### src/design/rhif_fifo.sv
// Small register-based first-in first-out queue.
// Used for the command queue and the result queue; no package needed.
module rhif_fifo #(
  parameter int W     = 8,
  parameter int DEPTH = 2
) (
  input  logic         clk,
  input  logic         rst_n,
  input  logic         push,
  input  logic [W-1:0] wdata,
  output logic         full,
  input  logic         pop,
  output logic [W-1:0] rdata,
  output logic         empty
);

  localparam int PTR_W = (DEPTH > 1) ? $clog2(DEPTH) : 1;
  localparam int CNT_W = $clog2(DEPTH + 1);

  logic [W-1:0]     mem_r [DEPTH];
  logic [PTR_W-1:0] wr_ptr_r, wr_ptr_nxt;
  logic [PTR_W-1:0] rd_ptr_r, rd_ptr_nxt;
  logic [CNT_W-1:0] cnt_r, cnt_nxt;
  logic             do_push, do_pop;

  assign full    = (cnt_r == CNT_W'(DEPTH));
  assign empty   = (cnt_r == '0);
  assign do_push = push & ~full;
  assign do_pop  = pop & ~empty;
  assign rdata   = mem_r[rd_ptr_r];

  always_comb begin
    wr_ptr_nxt = wr_ptr_r;
    rd_ptr_nxt = rd_ptr_r;
    cnt_nxt    = cnt_r;
    if (do_push) begin
      wr_ptr_nxt = (wr_ptr_r == PTR_W'(DEPTH - 1)) ? '0 : wr_ptr_r + PTR_W'(1);
    end
    if (do_pop) begin
      rd_ptr_nxt = (rd_ptr_r == PTR_W'(DEPTH - 1)) ? '0 : rd_ptr_r + PTR_W'(1);
    end
    if (do_push && !do_pop) begin
      cnt_nxt = cnt_r + CNT_W'(1);
    end else if (do_pop && !do_push) begin
      cnt_nxt = cnt_r - CNT_W'(1);
    end
  end

  always_ff @(posedge clk) begin
    if (!rst_n) begin
      wr_ptr_r <= '0;
      rd_ptr_r <= '0;
      cnt_r    <= '0;
    end else begin
      wr_ptr_r <= wr_ptr_nxt;
      rd_ptr_r <= rd_ptr_nxt;
      cnt_r    <= cnt_nxt;
    end
  end

  always_ff @(posedge clk) begin
    if (do_push) begin
      mem_r[wr_ptr_r] <= wdata;
    end
  end

endmodule

### config.mk
export PLATFORM = sky130hd
export DESIGN_NAME = rhif_fifo
export DESIGN_NICKNAME = d
export VERILOG_FILES = /design/src/design/rhif_fifo.sv
export SDC_FILE = /design/constraint.sdc
export NUM_CORES = 1
export LEC_CHECK = 0
export BUFFER_PORTS_ARGS = -buffer_cell sky130_fd_sc_hd__buf_2
export CORE_ASPECT_RATIO = 1.2
export CORE_MARGIN = 8
export CORE_UTILIZATION = 52
export CTS_BUF_LIST = sky130_fd_sc_hd__clkbuf_8
export CTS_CLUSTER_DIAMETER = 100
export DETAILED_ROUTE_END_ITERATION = 16
export HOLD_SLACK_MARGIN = 0.15
export PLACE_DENSITY = 0.79
export SYNTH_ARGS = -nofsm -noshare
export SYNTH_HDL_FRONTEND = slang
export SYNTH_SLANG_ARGS = --single-unit
### constraint.sdc
create_clock -name clk -period 1.8 [get_ports clk]
set_clock_uncertainty 0.15 [all_clocks]
set_input_delay 0.18 -clock clk [delete_from_list [all_inputs] [get_ports clk]]
set_output_delay 0.18 -clock clk [all_outputs]
set_load 0.02 [all_outputs]
## Word-level counts from Yosys, hierarchy flattened

Memory sizes are Yosys's and may differ from the RTL's. A register that Yosys moved wholly into a read port is not among the register bits.
Index checks and enable logic that the tools add are counted.

- RAM bits: 16
- Memories kept: 1
- Flip-flop bits (word level): 4
- Word-level logic and storage cells: 27

- Bitwise gates (word level): 4
- Add/subtract/negate cells: 4
- Reduce and logical (&&, ||, !) cells: 6
- Mux-type cells: 8
- Equality and inequality tests: 1

Memory list:

| memory | depth | bits a word | read ports | clocked after Yosys merged registers in | wr ports | RTL line | RTL |
|---|---|---|---|---|---|---|---|
| mem_r | 2 | 8 | 1 | 1 | 1 | 20 | `logic [W-1:0] mem_r [DEPTH];` |

Operator list:

| cell | count |
|---|---|
| 2-to-1 mux 1 bit | 6 |
| 2-to-1 mux 2 bit | 2 |
| adder 1 bit (second input constant) | 2 |
| adder 2 x 1 -> 2 bit (second input constant) | 1 |
| AND 1 bit | 2 |
| == test 2 bit (second input constant) | 1 |
| logical AND 1 bit | 2 |
| logical NOT 1 bit | 2 |
| logical NOT 2 bit | 1 |
| inverter 1 bit | 2 |
| nonzero test 2 bit | 1 |
| subtractor 2 x 1 -> 2 bit (second input constant) | 1 |

## Longest topological paths before layout

- Word-level depth: 7
- Depth in mapped cells: 7

## Least setup slack after synthesis

Ideal clock, no wire load.

- Path kind: reg-to-reg
- Start: register cnt_r[0]
- End: register cnt_r[1]
- Data required time: 1.580 ns
- Cell stages (with the launch flop): 7
- Setup slack: 0.136 ns
- Arrival time: 1.444 ns
- Cells stage by stage: dfxtp_1 nand2b_1 inv_2 nor2_1 ha_1 or3_1 a21boi_1

- Cells in the longest elaborated chain, start to end: 6

RTL lines:

| what | RTL line | RTL |
|---|---|---|
| from (decl) | 23 | `logic [CNT_W-1:0] cnt_r, cnt_nxt;` |
| from (signal assigned) | 57 | `cnt_r <= cnt_nxt;` |
| == test 2 bit (*) | 26 | `assign full = (cnt_r == CNT_W'(DEPTH));` |
| net full | 11 | `output logic full,` |
| inverter 1 bit (*) | 28 | `assign do_push = push & ~full;` |
| AND 1 bit (*) | 28 |  |
| logical NOT 1 bit | 44 | `end else if (do_pop && !do_push) begin` |
| logical AND 1 bit | 44 |  |
| nonzero test 2 bit (no line) | n/a |  |

The timed path passes the listed nets; every way through them passes the cells marked *. The select of a mux whose other input is x is not followed.
A chain may end at the register's enable or synchronous reset.

## Worst setup path after layout

- Start: input push
- End: register cnt_r[1]

- Cells in the longest elaborated chain, start to end: 4

RTL lines:

| what | RTL line | RTL |
|---|---|---|
| from (decl) | 9 | `input logic push,` |
| AND 1 bit (*) | 28 |  |
| logical NOT 1 bit | 44 |  |
| logical AND 1 bit | 44 |  |
| nonzero test 2 bit (no line) | n/a |  |

Every way passes the cells marked *; elsewhere a longest branch is shown, timed or not.

==> summary.md <==
| Metric | Value |
|---|---|
| Outcome | `complete, no violations` |
| Vias in the first global route | `roughly 570` |
| Met3 Wirelength | `122 um` |
| Fillers | `roughly 110` |
| Vias | `~520` |
| Worst path slowest cell | `dlygate4sd3_1` |
| Int Pwr | `approximately 0.001 W` |
| Postcts setup bufs | `0` |
| Slew Limit Fails | `0` |
| Cell Chain, Critical Path | `dlygate4sd3_1 -> buf_2 -> inv_1 -> nor2_1 -> ha_1 -> or3_1 -> a21boi_1` |
| Top cells by area, synth | `edfxtp_1, dfxtp_1, mux2_2, and2_1, xnor2_1` |
| Commonest register cell after synthesis | `edfxtp_1` |
| Pwr Density | `1360 nW/um2` |
| Num rows | `15` |
| Iteration-0 DRC Markers | `5` |
| Worst flop-to-flop path endpoint | `cnt_r[1]` |
| Count leader, synth | `edfxtp_1` |
| Global route overflow | `0` |
| Clock latency on the worst-skew pair | `~0.26 ns` |
| Fmax | `around 580 MHz` |
| WS Path Type | `input port to register` |
| Pin count of the biggest net entering global routing | `12` |
| Worst vdd ir | `1.02 mV` |
| CTS tree | `done` |
| Clk pin slew, worst setup/hold paths | `0.07 ns` |
| Critical Path Source Type | `input port` |
| Antenna cells | `0` |
| Metal2 WL | `slightly above 800 um` |
| Post-route setup TNS | `0 ns` |
| Worst hold path class | `input port to register` |
| NetSw | `0.000472 W` |
| Pre-Repair DR Iteration Count | `3` |
| Routed length on met1 | `around 570 um` |
| Combinational family with the most area after synthesis | `multiplexers` |
| Post-Synth Simple-Gate Area | `about 6.8%` |
| Ports | `22` |
| Number of buffers created by CTS | `3` |
| Core Region | `about 1400 um2` |
| Min-delay src | `pop` |
| Worst r2r src | `cnt_r[0]` |
| Endpoint type of the worst setup path | `register` |
| Worst reg2reg path depth | `6` |
| Max-capacitance violation count | `0` |
| Synth Instances | `50` |
| Final wirelength | `1.56 mm` |
| Synth top area share | `roughly three fifths` |
| Top delay family on crit path | `buffers and inverters` |
| Longest Clk Path Bufs | `2` |
| Synth Area in XOR/XNOR | `3.25%` |
| Dpl ws | `just over 0.1 ns` |
| Global placement routability congestion | `approximately 0.63` |
| Htree depth | `1` |
| RSZ-0062 raised after global routing | `no` |
| Wire length per cell | `roughly 15 um` |
| Vias per Instance | `between 5 and 6` |
| Share of synthesized registers carrying an async set or reset | `0%` |
| Lkg Pwr | `roughly 0.44 nW` |
| Fraction of synthesized area in multiplexers | `11.1%` |
| Mapped Area | `approximately 810 um2` |
| Synth area leader | `edfxtp_1` |
| Initial antenna violation count | `0` |
| Initial Utilization | `56.0%` |
| Global Route Usage Sum | `11.9%` |
| Sw Ratio | `roughly a third` |
| Share of cells above drive strength 1 | `about 43%` |
| Setup violators final | `0` |
| DR top layer | `met4` |
| Clock power share | `between 10% and 20%` |
| Comb power frac | `34.1%` |
| Root Buffer | `clkbuf_8` |
| Reg2reg setup slack | `roughly 0.14 ns` |
| Compound-Gate Fraction of Synth Area | `~4.0%` |
| Synth warn | `0` |
| Number of synthesized register bits | `21` |
| Post-synth top cells | `edfxtp_1, mux2_2, dfxtp_1` |
| Worst-margin pin slew | `0.373 ns` |
| Flop pwr share | `between 40% and 50%` |
| EDFF count, synth | `16` |
| FF+latch area | `about 580 um2` |
| Hold path cells | `4` |
| Post-DRT Antenna Nets | `0` |
| Seq/Total Area, Yosys | `71.7%` |
| Post-Syn Nets | `63` |
| Synth Area in Adders | `~1.5%` |
| TritonCTS sink count | `21` |
| DRC | `0` |
| First-pass GRT wire length | `approximately 2.6 mm` |
| Die Width | `52.0 um` |
| Post-layout nets | `100` |
| Die footprint | `3080 um2` |
| Period Utilization, post-route | `95.0%` |
| Critical Path AT | `about 1.8 ns` |
| Slew headroom | `75.1%` |
| Final count of hold timing violations | `0` |
| Syn Area/Cell | `around 16 um2` |
| Slowest stage delay, CP | `0.52 ns` |
| DP Wirelength | `1.16 mm` |
| Final worst slack | `~0.089 ns` |
| Port-buffer cells | `21` |
| Crit Path Max Fanout | `3` |
| Worst EP required | `roughly 1.8 ns` |
| Number of buffers and inverters on the critical path | `3` |
| Fin crit period | `~1.7 ns` |
| Multi-input gate area | `216 um2` |
| Yosys cell types | `20` |
| Area grow syn2layout | `34.9%` |
| Vert. Die Dim | `59.2 um` |
==> state kept, by name, summed over array words and instances, names as in the netlist, named ones only <==
signal / flops
rd_ptr_r: 1
wr_ptr_r: 1
mem_r: 16
cnt_r: 2
==> metrics by stage <==
| stage | hold WS [ns] | area (um2) | utilization, % | instances | total power (W) |
|---|---|---|---|---|---|
| 2_1_floorplan | 0.129 | 810 | - | 50 | 0.00103 |
| 3_3_place_gp | 0.217 | 946 | 65.5 | 89 | 0.00117 |
| 3_5_place_dp | 0.224 | 946 | 65.5 | 89 | 0.00119 |
| 4_1_cts | 0.256 | 1090 | 75.5 | 103 | 0.00150 |
| 5_1_grt | 0.293 | 1090 | 75.6 | 103 | 0.00157 |
| 6_report | 0.251 | 1090 | 75.6 | 103 | 0.00148 |
==> logic make-up after synthesis <==
| family | Yosys count |
|---|---|
| xor+xnor | 3 |
| simple gates | 9 |
| buf+inv | 3 |
| fa+ha+maj | 1 |
| mux | 8 |
| flops | 21 |
| compound gates | 5 |
==> layout make-up <==
type,count,area share (%)
Clock inverter,1,0.344
Timing Repair Buffer,33,20.2
Clock buffer,3,3.78
Sequential cell,21,53.3
Inverter,2,0.687
Tap cell,17,1.95
Multi-Input combinational cell,26,19.8
==> worst reg2reg max path: stages, from the launching register on <==
cell,delay (ns)
dfxtp_2,0.35
nand2b_1,0.18
inv_2,0.08
nor2_1,0.04
ha_1,0.30
or3_1,0.35
a21boi_1,0.14
==> power groups by stage <==
stage | Clock, W | Sequential, W | Combinational, W
floorplan | 0 | 0.000661 | 0.000371
global placement | 0 | 0.000690 | 0.000481
detailed placement | 0 | 0.000698 | 0.000494
CTS | 0.000293 | 0.000688 | 0.000515
global route | 0.000316 | 0.000700 | 0.000557
finish | 0.000291 | 0.000687 | 0.000506
==> what timing repair did <==
item	in CTS	in global routing
resized for setup	0	1
endpoints found under the hold margin	21	0
hold buffers	10	0
setup endpoints to repair	0	1
==> placed cells by master (no fill, tap or decap), types with 2 or more instances in the layout <==
| cell type | count |
|---|---|
| and2_1 | 3 |
| buf_2 | 21 |
| buf_4 | 2 |
| clkbuf_8 | 3 |
| dfxtp_1 | 4 |
| dlygate4sd3_1 | 10 |
| edfxtp_1 | 16 |
| inv_1 | 2 |
| mux2_2 | 8 |
| nor2_1 | 2 |
| xnor2_1 | 2 |
==> routing by layer <==
metal	vias up	global-route usage (%)
met1	248	10.7
li1	254	-
met4	0	9.13
met2	15	20.4
met3	4	4.77
met5	-	0
==> how the worst max path moves through the flow <==
stage / from / depth (start not counted) / end / slack [ns]
final: push / 7 / cnt_r[1] / 0.09
after global routing: push / 7 / cnt_r[1] / 0.01
after CTS: push / 7 / cnt_r[1] / 0.08
after detailed placement: cnt_r[0] / 6 / cnt_r[1] / 0.10
after global placement: cnt_r[0] / 6 / cnt_r[1] / 0.17
after floorplan: cnt_r[0] / 6 / cnt_r[1] / 0.14
Note: power is estimated with default switching activity, not from simulation.
