**config.mk**
```make
export PLATFORM = sky130hd
export DESIGN_NAME = rhif_front
export DESIGN_NICKNAME = d
export VERILOG_FILES = /design/src/design/rhif_pkg.sv /design/src/design/rhif_front.sv
export SDC_FILE = /design/constraint.sdc
export NUM_CORES = 1
export LEC_CHECK = 0
export BUFFER_PORTS_ARGS = -buffer_cell sky130_fd_sc_hd__buf_4
export CAP_MARGIN = 5
export CELL_PAD_IN_SITES_DETAIL_PLACEMENT = 0
export CELL_PAD_IN_SITES_GLOBAL_PLACEMENT = 1
export CORE_ASPECT_RATIO = 0.9
export CORE_MARGIN = 10
export CORE_UTILIZATION = 12
export DETAILED_ROUTE_END_ITERATION = 8
export PLACE_DENSITY_LB_ADDON = 0.1
export SLEW_MARGIN = 40
export SYNTH_ARGS = -nofsm -noshare
export SYNTH_HDL_FRONTEND = slang
export SYNTH_SLANG_ARGS = --single-unit
```
**constraint.sdc**
```tcl
create_clock -name clk -period 1.2 [get_ports clk]
set_input_delay 0.06 -clock clk [delete_from_list [all_inputs] [get_ports clk]]
set_output_delay 0.06 -clock clk [all_outputs]
set_load 0.01 [all_outputs]
```
**src/design/rhif_pkg.sv**
```systemverilog
// Shared types and constants for the ring-history IIR filter.
// Holds the command and result records passed between the front end,
// the queues and the tap engine. No dependencies.
package rhif_pkg;

  localparam int DATA_W     = 32;
  localparam int IDX_W      = 4;
  localparam int TERMS_W    = 5;
  localparam int MODE_W     = 2;
  localparam int ACC_W      = 52;
  localparam int FRAC_SHIFT = 20;

  localparam logic signed [ACC_W-1:0] SAT_HI = ACC_W'(64'sh0000_0000_7FFF_FFFF);
  localparam logic signed [ACC_W-1:0] SAT_LO = ACC_W'(-64'sh0000_0000_8000_0000);
  localparam logic signed [DATA_W-1:0] MAX_VAL = 32'sh7FFF_FFFF;
  localparam logic signed [DATA_W-1:0] MIN_VAL = 32'sh8000_0000;
  localparam logic signed [65:0] ROUND_HALF = 66'sd524288;

  localparam logic [MODE_W-1:0]  MODE_NONE   = 2'd0;
  localparam logic [MODE_W-1:0]  MODE_PASS   = 2'd1;
  localparam logic [MODE_W-1:0]  MODE_FILTER = 2'd2;
  localparam logic [TERMS_W-1:0] TERMS_RESET = 5'd1;

  localparam logic REG_FILTER_MODE = 1'b0;
  localparam logic REG_NUM_TERMS   = 1'b1;

  localparam logic KIND_SAMPLE = 1'b0;
  localparam logic KIND_COEF   = 1'b1;

  typedef enum logic [1:0] {
    OP_COEF  = 2'd0,
    OP_CONST = 2'd1,
    OP_FILT  = 2'd2
  } op_t;

  typedef struct packed {
    op_t                       op;
    logic signed [DATA_W-1:0]  value;
    logic [TERMS_W-1:0]        taps;
    logic [IDX_W-1:0]          coef_idx;
    logic signed [DATA_W-1:0]  fwd;
    logic signed [DATA_W-1:0]  fbk;
  } cmd_t;

  typedef struct packed {
    logic signed [DATA_W-1:0] value;
    logic                     sat;
  } res_t;

endpackage

```
**src/design/rhif_front.sv**
```systemverilog
// Front end: configuration registers and request classification.
// Turns each accepted request into a command for the tap engine; uses rhif_pkg.
module rhif_front #(
  parameter int MAX_TERMS = 16
) (
  input  logic                clk,
  input  logic                rst_n,
  input  logic                psel,
  input  logic                penable,
  input  logic                pwrite,
  input  logic [2:0]          paddr,
  input  logic [31:0]         pwdata,
  output logic [31:0]         prdata,
  output logic                pready,
  input  logic                push,
  input  logic                in_kind,
  input  logic signed [31:0]  in_sample_value,
  input  logic [3:0]          in_coeff_index,
  input  logic signed [31:0]  in_forward_coeff,
  input  logic signed [31:0]  in_feedback_coeff,
  input  logic                cmd_full,
  output logic                cmd_push,
  output rhif_pkg::cmd_t      cmd
);
  import rhif_pkg::*;

  logic [MODE_W-1:0]  mode_r;
  logic [TERMS_W-1:0] terms_r;
  logic               cfg_wr;
  logic               accept;
  logic               idx_ok;

  assign pready = 1'b1;
  assign cfg_wr = psel & penable & pwrite & pready;

  always_ff @(posedge clk) begin
    if (!rst_n) begin
      mode_r  <= MODE_PASS;
      terms_r <= TERMS_RESET;
    end else if (cfg_wr) begin
      case (paddr[2])
        REG_FILTER_MODE: mode_r  <= pwdata[MODE_W-1:0];
        REG_NUM_TERMS:   terms_r <= pwdata[TERMS_W-1:0];
        default: ;
      endcase
    end
  end

  always_comb begin
    case (paddr[2])
      REG_FILTER_MODE: prdata = 32'(mode_r);
      REG_NUM_TERMS:   prdata = 32'(terms_r);
      default:         prdata = '0;
    endcase
  end

  assign accept = push & ~cmd_full;
  assign idx_ok = (32'(in_coeff_index) < MAX_TERMS);

  // A coefficient write to a tap the block does not have is dropped here.
  assign cmd_push = accept && !(in_kind == KIND_COEF && !idx_ok);

  always_comb begin
    cmd.taps     = (32'(terms_r) > MAX_TERMS) ? TERMS_W'(MAX_TERMS) : terms_r;
    cmd.coef_idx = in_coeff_index;
    cmd.fwd      = in_forward_coeff;
    cmd.fbk      = in_feedback_coeff;
    case (mode_r)
      MODE_PASS: begin
        cmd.op    = OP_CONST;
        cmd.value = in_sample_value;
      end
      MODE_FILTER: begin
        cmd.op    = OP_FILT;
        cmd.value = in_sample_value;
      end
      default: begin
        cmd.op    = OP_CONST;
        cmd.value = '0;
      end
    endcase
    if (in_kind == KIND_COEF) begin
      cmd.op = OP_COEF;
    end
  end

endmodule

```
Word level (Yosys, flattened, before mapping). Index checks and enable logic that the tools add are counted.

$lt $le $gt $ge: 1. Equality and inequality tests: 2. Mux-type cells: 4. Bitwise operators: 5. Reduce and logical (&&, ||, !) cells: 2.

Operator list (number): $pmux 34 s2 (1); $pmux 32 s2 (1); $gt 5x5->1 const B (1); $mux 5 (1); $reduce_and 2->1 (2); $and 1x1->1 (3); $eq 2x1->1 const B (1); $eq 2x2->1 const B (1); $mux 2 (1); $not 1->1 (2).

Bits in registers: 7. Output and inout bits: 141.

Longest topological paths before layout. Gate-level depths: netlist (run 1).

Depth in word-level cells: 3. Mapped depth: 5. Mapped depth without buffers: 4.

Worst setup path before layout (run 1). No wires, ideal clock.

Path kind: reg-to-output. Start: reg mode_r[0]. End: out cmd[100] (netlist name). Data arrival time: 1.236 ns. Setup slack: -0.096 ns. Cell stages (with the launch flop): 6. Path buffers: 1. Path through: dfxtp_1 inv_1 ha_1 o21ba_2 clkbuf_2 and2_1.

RTL lines: start, declared (RTL line rhif_front.sv:27) `logic [MODE_W-1:0] mode_r;`; start signal, assigned (RTL line rhif_front.sv:42) `REG_FILTER_MODE: mode_r <= pwdata[MODE_W-1:0];`; end, declared (RTL line rhif_front.sv:23) `output rhif_pkg::cmd_t cmd`.

==> results.md, run 1 <==
- Crit-path cells: ha_4 > o21ba_4 > and2_4 > buf_6
- 1st-pass router iterations: 3
- Vias in the first global route: between 1000 and 1500
- Number of synthesized register bits: 7
- HP Start: pwdata[3]
- Worst path slowest cell: dfxtp_4
- First-pass GRT wire length: 7369 um
- RSZ-0062 raised after global routing: yes
- WS Path Type: register to primary output
- Worst-path maximum fanout: 8
- # rows: 37
- # H-tree levels: 1
- Synth top area share: a little over half
- Port Buf Inserts: 90
- Clock Pin Slew Worst Setup and Hold Paths: around 40 ps
- Die W: 133.0 um
- Die H: 121.7 um
- Diode count: 0
- Num CTS Buffers: 3
- Power Total: roughly 1.5 mW
- Layout cells sized above 1: 69.05%
- Final Wtd Congestion: 0.6373
- Routed Antenna Nets: 0
- Worst path arrival time: 1400 ps
- Yosys top cell by area: buf_4
- HPWL after detailed placement: 4279 um
- Peak Freq: 687.0 MHz
- I/O Pins: 284
- Most common cell after layout, fill and taps aside: buf_4
- Setup crit start kind: register
- Area Overhead vs Synth: 47.33%
- P_leak: roughly 1.0 nW
- Synth top area cells: buf_4 52%, and2_1 15%, dfxtp_1 10%
- Commonest cells after routing, fill and taps aside: 60 x buf_4, 35 x buf_6, 32 x and2_4, 28 x conb_1, 11 x nand2_1
- Remaining DRCs: 0
- Initial antenna violation count: 0
- Final hold vios: 0
- Hold buffer count at cts: 0
- Clock Tree Buf Depth: 2
- Cells after Synth: roughly 180
- Initial Util: ~12%
- Crit. End Element: primary output
- CP top delay family: flip-flops
- Setup slack at placement: -288.8 ps
- Part of the Yosys area used for sequential elements: around 10%
- Sinks on Clock Net: 7
- Finished Cell Area: approximately 0.002 mm^2
- Crit path buf inv count: 1
- Setup TNS: -7971 ps
- DR WL/cell: roughly 14 um
- Max VDD drop: just under 600 uV
- Drt total wl: 5270 um
- Reg2reg start: mode_r[0]
- Critical Path RT: 1140 ps
- Synth Warn #: 0
- Fin. max-slew vios: 0
- Initial drt markers: 11
- Clk Latency, worst-skew pair: 230 ps
- Root Buffer: clkbuf_16
- Synth Cell Area: 0.001380 mm^2
- Slowest Stage Delay on Critical Path: 350 ps
- Netlist cell types: 19
- Status: complete, but fails checks
- P per Cell Area: 750.3 mW/mm^2
- Nets: 357
- TritonCTS clock tree: done
- Area after DPL: approximately 0.0017 mm^2
- Core ar.: 0.01134 mm^2
- Vias: roughly 1100
- Setup ws final: -255.7 ps
- Worst hold path type: input pin to register
- Failing checks: setup timing
- Fin Hold WS: 90.85 ps
- Largest net degree at the start of global routing: 13
- All-Layer GR Usage: 5.907%
- Minimum clock period: 1456 ps
- Fill count: 1290
- Die ar.: around 0.016 mm^2
- Mean post-synth cell area: around 7.5 um^2
- Final setup violation count: 32
- Number of max-cap violations: 0
- Period utilization: 121.3%
- Clock Skew: 0 ps
- DR vias/cell: about 2.9
- Crit. Startpoint: mode_r[1]
- GR Overflow Total: 0
## per-stage QoR
step,cells,util [%]
after floorplan,210,-
after global placement,359,15.21
after detailed placement,359,15.21
after CTS,366,17.44
after global routing,366,17.93
final,366,17.93
## worst reg2reg max path: cells and delay by family, from the launching register on
family / cells / cell delay [ps]
DFF: 1 / 310
buffers and inverters: 1 / 140
and+or+nand+nor: 1 / 110
muxes: 1 / 80
## per-layer routing
| metal | vias up | routed length, um | GRT usage, % | part of all wire (%) |
|---|---|---|---|---|
| li1 | 495 | - | - | - |
| met1 | 479 | 1695 | 5.444 | 32 |
| met2 | 65 | 2912 | 11.38 | 55 |
| met3 | 20 | 488 | 2.634 | 9.3 |
| met4 | 0 | 174 | 1.992 | 3.3 |
| met5 | - | 0 | 0 | 0 |
## synth_stat cells, drive strengths merged
master,n
buf,98
and2,35
nand2,11
nor2b,9
dfxtp,7
mux2i,7
clkbuf,4
ha,3
conb,2
inv,2
o21ai,2
and4,1
nand4b,1
nor2,1
o21ba,1
## final timing paths
kind	to	cells after the start	slack (ps)
worst max-delay path	cmd[94]	4	-260
worst min-delay path	terms_r[3]	3	90
worst max register to register	mode_r[0]	3	430
worst min register to register	terms_r[2]	2	470
## cells by family (layout without fill, tap and decap cells)
| kind of cell | after synthesis | after routing | synth area share (%) |
|---|---|---|---|
| AO/OA/AOI/OAI | 3 | 6 | 1.451 |
| AND/OR/NAND/NOR | 58 | 58 | 24.75 |
| multiplexers | 7 | 7 | 5.077 |
| buffers and inverters | 104 | 101 | 55.30 |
| adder cells (fa/ha/maj) | 3 | 3 | 2.720 |
| other | 2 | 28 | 0.5442 |
| flip-flops | 7 | 7 | 10.15 |
## power by group
group | internal [mW] | switching [mW] | total (mW) | leakage [nW]
logic | 0.434 | 0.275 | 0.710 | 0.903
clock network | 0.443 | 0.131 | 0.573 | 0.0382
registers | 0.238 | 0.00511 | 0.243 | 0.0570
## flip-flops by register name, summed over array words and instances, names as in the netlist
| register | count |
|---|---|
| terms_r | 5 |
| mode_r | 2 |
## layout make-up
class                   instances  area [um^2]  share of cell area, %
repair buffers                 95        844.6                  41.54
multi-input cells             102        762.0                  37.48
well taps                     156        195.2                  9.600
clock buffers                   4        78.83                  3.877
inverters                       2        7.507                 0.3692
flip-flops and latches          7        145.1                  7.138
## timing repair
item                                   4_1_cts  5_1_grt
buffers inserted                             0        0
endpoints found under the hold margin        0        0
setup endpoints to repair                   35       35
pin swaps                                    6       28
gates cloned                                 3        0
resized for setup                           34       16
No activity file was read; power rests on OpenSTA's default activity.
==> run 2: changes to the inputs <==
--- a/config.mk
+++ b/config.mk
@@ -11,7 +11,7 @@
 export CELL_PAD_IN_SITES_GLOBAL_PLACEMENT = 1
 export CORE_ASPECT_RATIO = 0.9
 export CORE_MARGIN = 10
-export CORE_UTILIZATION = 12
+export CORE_UTILIZATION = 13
 export DETAILED_ROUTE_END_ITERATION = 8
 export PLACE_DENSITY_LB_ADDON = 0.1
 export SLEW_MARGIN = 40
==> constraint.sdc (replaced) <==
create_clock -name clk -period 1.6 [get_ports clk]
set_input_delay 0.08 -clock clk [delete_from_list [all_inputs] [get_ports clk]]
set_output_delay 0.08 -clock clk [all_outputs]
set_load 0.01 [all_outputs]
==> results.md, run 2 (synthesis results as in run 1) <==
- HPWL after detailed placement: 4256 um (-0.54%)
- Slowest Stage Delay on Critical Path: 360 ps (about the same)
- Most common cell after layout, fill and taps aside: buf_4
- Fill count: 1172 (-9.1%)
- Area of the multi-input gates: 665.6 um^2 (-13%)
- Setup ws final: -38.70 ps (+217.0 ps)
- Setup slack at placement: 165.6 ps (+454.3 ps)
- Die ar.: 0.01514 mm^2 (-6.5%)
- Max VDD drop: 351.0 uV (-41%)
- Initial drt markers: 15 (+4)
- # rows: 35 (-5.4%)
- Nets: 357 (unchanged)
- Max reg flops: 5 (unchanged)
- Non-Filler Instances: 339 (-7.4%)
- Layout cells sized above 1: 64.29% (-4.8 points)
- GR Overflow Total: 0 (unchanged)
- Worst-path maximum fanout: 8 (unchanged)
- Status: complete, but fails checks
- Met3 wire length: 548 um (+12%)
- Critical Path RT: 1520 ps (+380 ps)
- Die H: 117.7 um (-3.3%)
- Top Layer Used: met4
- Period utilization: 102.4%
- Remaining DRCs: 0 (unchanged)
- Vias in the first global route: 1114 (-1.7%)
- Sinks on Clock Net: 7 (unchanged)
- Minimum clock period: 1639 ps
- All-Layer GR Usage: 5.811% (-0.096 points)
- Reg with most FFs: terms_r
- Setup TNS: -560.7 ps (+7410 ps)
- DR WL/cell: 14.78 um (+2.6%)
- Area after DPL: 0.001587 mm^2 (-8.0%)
- Die W: 128.6 um (-3.3%)
- RSZ-0062 raised after global routing: yes
- P_leak: 0.9962 nW (-0.17%)
- Initial Util: 13.41% (+1.2 points)
- Failing checks: setup timing
- Final setup violation count: 16 (-50%)
- Core ar.: 0.01029 mm^2 (-9.3%)
- DP Cell Count: 329 (-8.4%)
- Final Wtd Congestion: 0.6924 (+8.6%)
- Largest net degree at the start of global routing: 13 (unchanged)
- Worst path arrival time: 1560 ps (+160 ps)
- Clock Pin Slew Worst Setup and Hold Paths: 40 ps (about the same)
- Clock Skew: 0 ps (unchanged)
- P per Cell Area: 575.5 mW/mm^2 (-23%)
- Worst hold path type: input pin to register
- Fin. max-slew vios: 0 (unchanged)
- Crit. End Element: primary output
- # H-tree levels: 1 (unchanged)
- I/O Pins: 284 (unchanged)
- Number of max-cap violations: 0 (unchanged)
- FF/Latch Area: 145.1 um^2 (unchanged)
- Worst path slowest cell: dfxtp_4
- Commonest cells after routing, fill and taps aside: 66 x buf_4, 28 x conb_1, 28 x buf_6, 24 x and2_4, 11 x nand2_1
- Initial antenna violation count: 0 (unchanged)
- Peak Freq: 610.2 MHz
- Finished Cell Area: 0.001972 mm^2 (-3.0%)
- Met1 WL: 1692 um (-0.18%)
- First-pass GRT wire length: 6858 um (-6.9%)
- Drt total wl: 5010 um (-4.9%)
- Diode count: 0 (unchanged)
- Area Overhead vs Synth: 42.88%
- Crit path buf inv count: 3 (+2)
- Final hold vios: 0 (unchanged)
- Clk Latency, worst-skew pair: 230 ps (about the same)
- WS Path Type: register to primary output
- DR vias/cell: 3.077 (+6.3%)
- TritonCTS clock tree: done
- Port Buf Inserts: 90 (unchanged)
- Regs by FF count: terms_r x5, mode_r x2
- 1st-pass router iterations: 4 (+1)
- Root Buffer: clkbuf_16
- CP top delay family: flip-flops
- Crit-path cells: ha_4 > o21ba_4 > buf_12 > buf_16 > and2_4 > buf_6
- DR WL met2: 2645 um (-9.2%)
- Routed Antenna Nets: 0 (unchanged)
- Clock Tree Buf Depth: 2 (unchanged)
- Num CTS Buffers: 3 (unchanged)
- Setup crit start kind: register
- Vias: 1043 (-1.5%)
- Post-layout util: 19.16% (+1.2 points)
## run 2: final timing paths
path | from | cells after the start | slack [ps] | to
hold reg to reg | terms_r[3] | 2 | 470 | terms_r[3]
setup / recovery | mode_r[1] | 6 | -40 | cmd[96]
hold / removal | pwdata[2] | 3 | 110 | terms_r[2]
setup reg to reg | mode_r[0] | 3 | 860 | mode_r[0]
## run 2: worst min-delay path, cell delays in order
cell and delay, ps:
buf_4 110, nand2_1 50, mux2i_1 50
## run 2: what timing repair did
| action | CTS | global route |
|---|---|---|
| gates resized for setup | 64 | 1 |
| gates cloned | 3 | 0 |
| pin swaps | 17 | 8 |
| setup endpoints to repair | 32 | 32 |
| hold endpoints to repair | 0 | 0 |
| hold buffers | 0 | 0 |
| setup buffers | 3 | 1 |
## run 2: metrics by stage
step | hold slack (ps) | power (mW)
finish | 112.3 | 1.135
global route | 138.1 | 1.197
CTS | 112.4 | 1.168
detailed placement | 160.1 | 0.5866
global placement | 160.1 | 0.5879
floorplan | 206.4 | 0.5700
## run 2: where the power goes
| part | switching [mW] | leakage, nW | total [mW] | internal, mW |
|---|---|---|---|---|
| sequential | 0.00438 | 0.0570 | 0.183 | 0.178 |
| combinational | 0.203 | 0.901 | 0.534 | 0.331 |
| clock | 0.0876 | 0.0382 | 0.418 | 0.331 |
| total | 0.295 | 0.996 | 1.13 | 0.840 |
## run 2: final cells by class
| type | instances | share of cell area [%] |
|---|---|---|
| repair buffers | 98 | 46.32 |
| multi-input cells | 99 | 33.76 |
| well taps | 129 | 8.185 |
| flip-flops and latches | 7 | 7.360 |
| clock buffers | 4 | 3.997 |
| inverters | 2 | 0.3807 |
## run 2: metal layers
layer	track usage [%]	vias to the layer above
li1	-	491
met1	5.661	450
met2	10.84	78
met3	2.431	24
met4	1.530	0
met5	0	-
==> run 3: changes to the inputs <==
==> constraint.sdc (replaced) <==
create_clock -name clk -period 1.76 [get_ports clk]
set_input_delay 0.088 -clock clk [delete_from_list [all_inputs] [get_ports clk]]
set_output_delay 0.088 -clock clk [all_outputs]
set_load 0.01 [all_outputs]
==> results.md, run 3 (synthesis results as in run 1) <==
- Root Buffer: clkbuf_16
- Final hold vios: 0 (unchanged)
- FF-to-FF path depth: 2 (-1)
- Fin. max-slew vios: 0 (unchanged)
- TritonCTS clock tree: done
- Num CTS Buffers: 3 (unchanged)
- Post-CTS Setup Bufs: 0 (-3)
- Worst-path maximum fanout: 16 (+8)
- Peak Freq: 600.7 MHz
- Routed Antenna Nets: 0 (unchanged)
- Diode count: 0 (unchanged)
- Worst hold path type: input pin to register
- GR Overflow Total: 0 (unchanged)
- P per Cell Area: 541.9 mW/mm^2 (-5.8%)
- WS Path Type: register to primary output
- HP Start: pwdata[2]
- Area Overhead vs Synth: 22.48%
- Critical Path RT: 1670 ps (+150 ps)
- Hold path cells: 3 (unchanged)
- Clock Pin Slew Worst Setup and Hold Paths: 40 ps (about the same)
- Core ar.: 0.01029 mm^2 (unchanged)
- Period utilization: 94.59%
- DP Cell Count: 328 (-0.30%)
- DR WL/cell: 14.77 um (about the same)
- Minimum clock period: 1665 ps
- R2R Path End: terms_r[4]
- Status: finished clean
- Sinks on Clock Net: 7 (unchanged)
- Nets: 351 (-1.7%)
- DR vias/cell: 2.988 (-2.9%)
- Initial drt markers: 15 (unchanged)
- All-Layer GR Usage: 5.591% (-0.22 points)
- Largest net degree at the start of global routing: 33 (+20)
- Reg with most FFs: terms_r
- Die W: 128.6 um (unchanged)
- Fill count: 1184 (+1.0%)
- Reg2reg start: terms_r[4]
- Setup slack at placement: 250.3 ps (+84.69 ps)
- I/O Pins: 284 (unchanged)
- Layout cells sized above 1: 49.51% (-15 points)
- Crit-path cells: inv_2 > ha_1 > o21ba_4 > clkbuf_16 > and2_1 > buf_4
- Post-layout util: 16.43% (-2.7 points)
- Worst path arrival time: 1580 ps (+20 ps)
- Worst path slowest cell: dfxtp_2
- Drt total wl: 4917 um (-1.9%)
- Setup crit start kind: register
- Hold Path End: terms_r[2]
- Crit. End Element: primary output
- # resized after CTS: 0 (-100%)
- # rows: 35 (unchanged)
- HPWL after detailed placement: 4221 um (-0.82%)
- Regs by FF count: terms_r x5, mode_r x2
- P_leak: 0.8610 nW (-14%)
- Slowest Stage Delay on Critical Path: 340 ps (-20 ps)
- Initial antenna violation count: 0 (unchanged)
- # H-tree levels: 1 (unchanged)
- Setup ws final: 95.17 ps (+133.9 ps)
- Initial Util: 13.41% (unchanged)
- Port Buf Inserts: 90 (unchanged)
- Clock Tree Buf Depth: 2 (unchanged)
- Vias: 995 (-4.6%)
- Vias in the first global route: 1055 (-5.3%)
- Clock Skew: 0 ps (unchanged)
- Most common cell after layout, fill and taps aside: buf_4
- Commonest cells after routing, fill and taps aside: 90 x buf_4, 32 x and2_1, 28 x conb_1, 11 x nand2_1, 9 x nor2b_1
- First-pass GRT wire length: 6630 um (-3.3%)
- Final Wtd Congestion: 0.6944 (+0.29%)
- Register-to-Register Setup Slack: 1020 ps (+160 ps)
- Remaining DRCs: 0 (unchanged)
- Number of max-cap violations: 0 (unchanged)
- 1st-pass router iterations: 4 (unchanged)
- Max reg flops: 5 (unchanged)
- Hold buffer count at cts: 0 (unchanged)
- Power Total: 0.9159 mW (-19%)
- Non-Filler Instances: 333 (-1.8%)
- Clk Latency, worst-skew pair: 230 ps (about the same)
- Die H: 117.7 um (unchanged)
- Final setup violation count: 0 (-16)
- Die ar.: 0.01514 mm^2 (unchanged)
- Max VDD drop: 310.9 uV (-11%)
[run 3: final cells by class]
class	instances	area [um^2]	share of cell area (%)
tap	129	161.4	9.549
inverter	2	7.507	0.4441
multi-input combinational	99	580.6	34.34
timing repair buffer	92	720.7	42.64
clock buffer	4	78.83	4.663
sequential	7	141.4	8.364
[run 3: metrics by stage]
step / setup TNS (ps) / cell area, um^2 / hold WS, ps
CTS: 0 / 1658 / 118.8
detailed placement: 0 / 1579 / 176.1
finish: 0 / 1690 / 120.8
global route: -3.117 / 1690 / 132.6
global placement: 0 / 1579 / 176.1
floorplan: 0 / 1478 / 222.4
[run 3: how the worst max path moves through the flow]
| stage | start | endpoint | cells past startpoint |
|---|---|---|---|
| after CTS | mode_r[0] | cmd[79] | 6 |
| after detailed placement | mode_r[0] | cmd[79] | 6 |
| after floorplan | mode_r[0] | cmd[100] | 5 |
| after global routing | mode_r[1] | cmd[94] | 6 |
| final | mode_r[0] | cmd[85] | 6 |
| after global placement | mode_r[0] | cmd[79] | 6 |
[run 3: layer usage]
| metal | GRT usage [%] | part of all wire, % | routed length (um) |
|---|---|---|---|
| met1 | 5.243 | 34 | 1692 |
| met2 | 10.30 | 52 | 2556 |
| met3 | 2.566 | 11 | 536 |
| met4 | 1.947 | 2.7 | 131 |
| met5 | 0 | 0 | 0 |
[run 3: power breakdown]
part           internal, mW  switching (mW)  total, mW
sequential            0.163         0.00386      0.167
clock                 0.301          0.0805      0.381
combinational         0.206           0.162      0.367
total                 0.670           0.246      0.916
[run 3: critical path, delay by kind of cell (launching register included)]
kind / cells / cell delay [ps]
simple gates: 1 / 130
flops: 1 / 340
fa+ha+maj: 1 / 280
buf+inv: 3 / 340
compound gates: 1 / 260
